$ cat config.mk
export PLATFORM = sky130hd
export DESIGN_NAME = rpec_step
export DESIGN_NICKNAME = d
export VERILOG_FILES = /design/src/rtl/core/range_pair_equal_count_core_defines.svh /design/src/rtl/core/rpec_pkg.sv /design/src/rtl/core/rpec_step.sv
export SDC_FILE = /design/constraint.sdc
export NUM_CORES = 1
export LEC_CHECK = 0
export ABC_AREA = 1
export BUFFER_PORTS_ARGS = -buffer_cell sky130_fd_sc_hd__buf_2
export CORE_MARGIN = 4
export CORE_UTILIZATION = 35
export DETAILED_ROUTE_END_ITERATION = 6
export PLACE_DENSITY = 0.65
export SKIP_LAST_GASP = 1
export SLEW_MARGIN = 20
export SYNTH_ARGS = -nofsm -noshare
export SYNTH_HDL_FRONTEND = slang
export SYNTH_SLANG_ARGS = --single-unit
$ cat constraint.sdc
create_clock -name vclk -period 3.3
set_input_delay 0.66 -clock vclk [all_inputs]
set_output_delay 0.66 -clock vclk [all_outputs]
set_load 0.03 [all_outputs]
$ cat src/rtl/core/range_pair_equal_count_core_defines.svh
// Assertion macros shared by the range pair equal count core.
`ifndef RANGE_PAIR_EQUAL_COUNT_CORE_DEFINES_SVH
`define RANGE_PAIR_EQUAL_COUNT_CORE_DEFINES_SVH

// Checks the consequent in the same cycle as the antecedent.
`define RPEC_ASSERT_NOW(label, ante, cons, msg) \
    label: assert property (@(posedge clk) disable iff (!rst_n) (ante) |-> (cons)) \
        else $error(msg);

// Checks the consequent in the cycle after the antecedent.
`define RPEC_ASSERT_NEXT(label, ante, cons, msg) \
    label: assert property (@(posedge clk) disable iff (!rst_n) (ante) |=> (cons)) \
        else $error(msg);

`endif

$ cat src/rtl/core/rpec_pkg.sv
// Types and constants of the range pair equal count core.
package rpec_pkg;

    localparam int MAX_LENGTH_DEFAULT  = 65536;
    localparam int VALUE_COUNT_DEFAULT = 65536;

    localparam int POS_W = 17;
    localparam int VAL_W = 16;
    localparam int SUM_W = 33;

    localparam logic OP_LOAD  = 1'b0;
    localparam logic OP_QUERY = 1'b1;

    typedef enum logic [1:0] {
        STEP_FIRST_UP,
        STEP_SECOND_UP,
        STEP_FIRST_DOWN,
        STEP_SECOND_DOWN
    } step_kind_t;

    typedef struct packed {
        logic             op;
        logic [POS_W-1:0] position;
        logic [VAL_W-1:0] element_value;
        logic [POS_W-1:0] first_left;
        logic [POS_W-1:0] first_right;
        logic [POS_W-1:0] second_left;
        logic [POS_W-1:0] second_right;
    } in_item_t;

    typedef struct packed {
        logic [SUM_W-1:0] pair_count;
        logic             is_answer;
    } out_item_t;

endpackage

$ cat src/rtl/core/rpec_step.sv
// Histogram entry update and running sum update for one pointer step.
module rpec_step #(
    parameter int CNT_W = 17
) (
    input  rpec_pkg::step_kind_t        kind,
    input  logic [CNT_W-1:0]            first_count,
    input  logic [CNT_W-1:0]            second_count,
    input  logic [rpec_pkg::SUM_W-1:0]  sum,
    output logic [CNT_W-1:0]            first_count_new,
    output logic [CNT_W-1:0]            second_count_new,
    output logic [rpec_pkg::SUM_W-1:0]  sum_new
);

    logic [rpec_pkg::SUM_W-1:0] first_ext;
    logic [rpec_pkg::SUM_W-1:0] second_ext;

    assign first_ext  = rpec_pkg::SUM_W'(first_count);
    assign second_ext = rpec_pkg::SUM_W'(second_count);

    always_comb
    begin
        first_count_new  = first_count;
        second_count_new = second_count;
        sum_new          = sum;
        case (kind)
            rpec_pkg::STEP_FIRST_UP:
            begin
                sum_new         = sum + second_ext;
                first_count_new = first_count + CNT_W'(1);
            end
            rpec_pkg::STEP_SECOND_UP:
            begin
                sum_new          = sum + first_ext;
                second_count_new = second_count + CNT_W'(1);
            end
            rpec_pkg::STEP_FIRST_DOWN:
            begin
                sum_new = sum - second_ext;
                if (first_count != '0)
                begin
                    first_count_new = first_count - CNT_W'(1);
                end
            end
            rpec_pkg::STEP_SECOND_DOWN:
            begin
                sum_new = sum - first_ext;
                if (second_count != '0)
                begin
                    second_count_new = second_count - CNT_W'(1);
                end
            end
            default:
            begin
                sum_new = sum;
            end
        endcase
    end

endmodule

After elaboration in Yosys (flattened, before gate mapping). Index checks and enable logic that the tools add are counted.

Flip-flop bits (word level): 0. Latch bits: 0. RAM bits: 0. Bits in read-only memories: 0. Input port bits: 69. Memories: 0.

Add/subtract/negate cells: 8. $mul: 0. Divide/modulo/power cells: 0. Magnitude comparators: 0. Equal/unequal tests: 3. Shift operators: 0. Mux-type cells: 5. Bitwise gates (word level): 0. Reductions and logical operators: 3.

Operators with widths (count): $pmux W33 S4 (1); $pmux W17 S2 (2); $add A33 B17 Y33 (2); $sub A33 B17 Y33 (2); $add A17 B1 Y17 const B (2); $mux W17 (2); $reduce_bool A17 Y1 (2); $sub A17 B1 Y17 const B (2); $eq A2 B2 Y1 const B (2); $eq A2 B1 Y1 const B (1); $logic_not A2 Y1 (1).

Logic depth before layout (Yosys ltp).
Depth in word-level cells: 3. Mapped depth: 20. Depth with buffers taken out: 20.

Least setup slack after synthesis. Ideal clock, no wire load.

Path type: input-to-output. Start point: input first_count[0]. End point: output sum_new[29] (netlist bit). Arrival: 3.048 ns. Path slack: -0.408 ns. Stages: 18. Cell sequence: inv_1 > ha_1 > nand3_2 > nor4b_1 > ha_1 > o21ai_0 > o221ai_1 > o21ai_0 > ha_1 > nand2_1 > inv_1 > nand2_1 > nand2_1 > nand2_1 > nand2_1 > a21oi_1 > nand3_1 > nand2_1.

Word-level cells in the longest chain between the ends: 2. Elaborated cells on any way between the ends: 3. Those cells by class: 2 x add/sub; 1 x mux.

Ends and longest elaborated chain: start: declaration (line rpec_step.sv:6) `input logic [CNT_W-1:0] first_count,`; $sub A33 B17 Y33 or $add A33 B17 Y33 (tied branches) (line rpec_step.sv:46, rpec_step.sv:33); $pmux W33 S4 * (line rpec_step.sv:25) `case (kind)`; end: declaration (line rpec_step.sv:11) `output logic [rpec_pkg::SUM_W-1:0] sum_new`.

Mark *: on every way between the ends. The rest lies on a longest branch, timed or not.

Worst setup path in the final report.
Start point: input second_count[5]. End point: output sum_new[26] (netlist bit).

Word-level cells in the longest chain between the ends: 2. Elaborated cells on any way between the ends: 3. Those cells by class: 2 x add/sub; 1 x mux.

Ends and longest elaborated chain: start: declaration (line rpec_step.sv:7) `input logic [CNT_W-1:0] second_count,`; $sub A33 B17 Y33 or $add A33 B17 Y33 (tied branches) (line rpec_step.sv:38, rpec_step.sv:28); $pmux W33 S4 * (line rpec_step.sv:25).

Marks and branches as above.

==> results.yml <==
grt:
  grt_pass1_wl_um: 38200
  grt_max_degree: 14
  grt_usage: 0.252
  antenna_found_initial: 0
  grt_use_met3: 0.0156
  gr-total-overflow: 0
  met1_usage: 0.336
  met2_usage: 0.439
  gr-max-usage-layer: "met2"
  first_global_vias: 8117
critical_path:
  required_ps: 2640
  arrival_ps: 3270
  criticalPathCategory: "in2out"
  cp-start-kind: "input pin"
  path_max_fanout: 7
  endpoint_kind: "output pin"
cts:
  hold_buffers: 0
synth:
  synth_area_per_cell_um2: 4.91
  netlist_area_mm2: 0.00560
  ys_seq_area_frac: 0
  synth_cells: 1139
  synth.distinct_cells: 46
  yosys_warnings: 0
  syn-num-nets: 1247
job:
  maxCapViolCount: 0
placement:
  gp_congestion: 0.970
  port_buffers: 136
  dp.cells: 1670
  dp_hpwl_um: 19300
  dp_slack_ps: -755
power_and_ir_drop:
  combPwrFrac: 1.000
  peakVddDrop_v: 0.000215
  cellLeakagePower_nw: 5.43
  pwr-share-seq: 0
  power_density_mw_per_mm2: 248
  p_int_mw: 1.10
  power_mw: 2.55
  swShare: 0.571
  clockPowerShare: 0
  switchingPower_mw: 1.46
cells_and_area:
  area_delta_synth_final_pct: 84.1
  layout.cells.non_filler: 1715
  clock_buffers: 0
  seq_area_um2: 0
  layout_common_cells: "nand2_1, buf_4, inv_1"
  nets: 1614
  antennaDiodeCount: 0
  design.seq.count: 0
  mostFrequentLayoutCell: "nand2_1"
  layout-drive-gt1-share: 0.495
sta:
  whs_ps: 1730
  tns_ps: -12920
  relSlewSlack: 0.716
  max_freq_mhz: 254
  setup_viol: 30
  worst_pin_slew_ps: 421
  fin_crit_ps: 3930
  period_share: 1.19
  hold_viol: 0
  grt_setup_unrepaired: "yes"
  setup_slack_ps: -631
  finalMaxSlewViolations: 0
floorplanning:
  start_util: 0.363
  fp-row-count: 45
  core_mm2: 0.0154
  dieHeight_um: 134
  dieWidth_um: 134
  dieArea_mm2: 0.0181
  num_io_pins: 136
routing:
  routed_wl_um: 26400
  wire_per_inst_um: 15.4
  dr.pass1.iters: 5
  postRouteAntennaNets: 0
  drcViolationCount: 0
  vias: 8852
  drt_iter0_drc: 720
  drt-vias-per-instance: 5.16
min_path:
  hp-class: "in2out"
outcome:
  violations: "setup timing"
  status: "finished, violations left"
synthesized netlist by cell type, drive strengths merged, types with 3 or more instances:
master	number	area share
clkbuf	9	0.0060
o21ai	43	0.038
o221ai	3	0.0047
a21oi	59	0.053
o211ai	17	0.023
nand4	11	0.012
xnor2	3	0.0047
nand2	463	0.32
ha	38	0.085
or2	3	0.0034
buf	25	0.035
o22ai	4	0.0045
nor3	13	0.015
nor2	107	0.094
nand3	93	0.089
inv	194	0.13
and2	5	0.0058
xor2	35	0.055
what timing repair did:
action,4_1_cts,5_1_grt
resized for setup,194,213
endpoints found under the hold margin,0,0
gates cloned,0,1
pin swaps,109,116
endpoints found under the setup margin,30,42
buffers inserted,29,19
power by group through the flow:
stage | sequential, mW | clock (mW) | combinational (mW)
floorplan | 0 | 0 | 1.20
global placement | 0 | 0 | 1.87
detailed placement | 0 | 0 | 1.89
CTS | 0 | 0 | 2.23
global route | 0 | 0 | 2.72
finish | 0 | 0 | 2.55
logic make-up after synthesis:
| family | after synthesis | synth area share |
|---|---|---|
| xor+xnor | 38 | 0.0595 |
| fa+ha+maj | 39 | 0.0885 |
| compound gates | 136 | 0.140 |
| buf+inv | 229 | 0.172 |
| simple gates | 697 | 0.540 |
path summary, 6_finish.rpt:
check,from,to,slack (ps),cells after the start
setup / recovery,second_count[5],sum_new[26],-630,21
hold / removal,second_count[16],second_count_new[16],1730,4
metal layers:
metal,part of all wire,wire [um]
met1,0.40,10500
met2,0.48,12700
met3,0.071,1880
met4,0.049,1290
met5,0,0
metrics by stage:
| stage | utilization | instance area, um^2 |
|---|---|---|
| 3_5_place_dp | 0.542 | 8360 |
| 4_1_cts | 0.608 | 9380 |
| 6_report | 0.668 | 10300 |
| 3_3_place_gp | 0.542 | 8360 |
| 5_1_grt | 0.668 | 10300 |
| 2_1_floorplan | - | 5970 |
area by class of cell:
type                            count  area (um^2)
Multi-Input combinational cell    910         6250
Fill cell                        1287         5120
Timing Repair Buffer              398         3030
Inverter                          195          752
Tap cell                          211          264
Timing Repair inverter              1         7.51
worst max-delay path, stage by stage:
cell	delay, ps
buf_6	100
buf_6	110
nor2_4	130
nand3_4	110
nor2_4	180
nand3_4	110
nor2_4	150
buf_6	130
nand2_8	70
a21oi_1	180
ha_1	320
nand2_2	160
inv_1	60
nand2_1	70
nand2_1	70
inv_1	60
nand2_1	60
a21oi_2	140
nand3_1	130
nand2_2	120
buf_6	130
(Power assumes the default switching activity.)
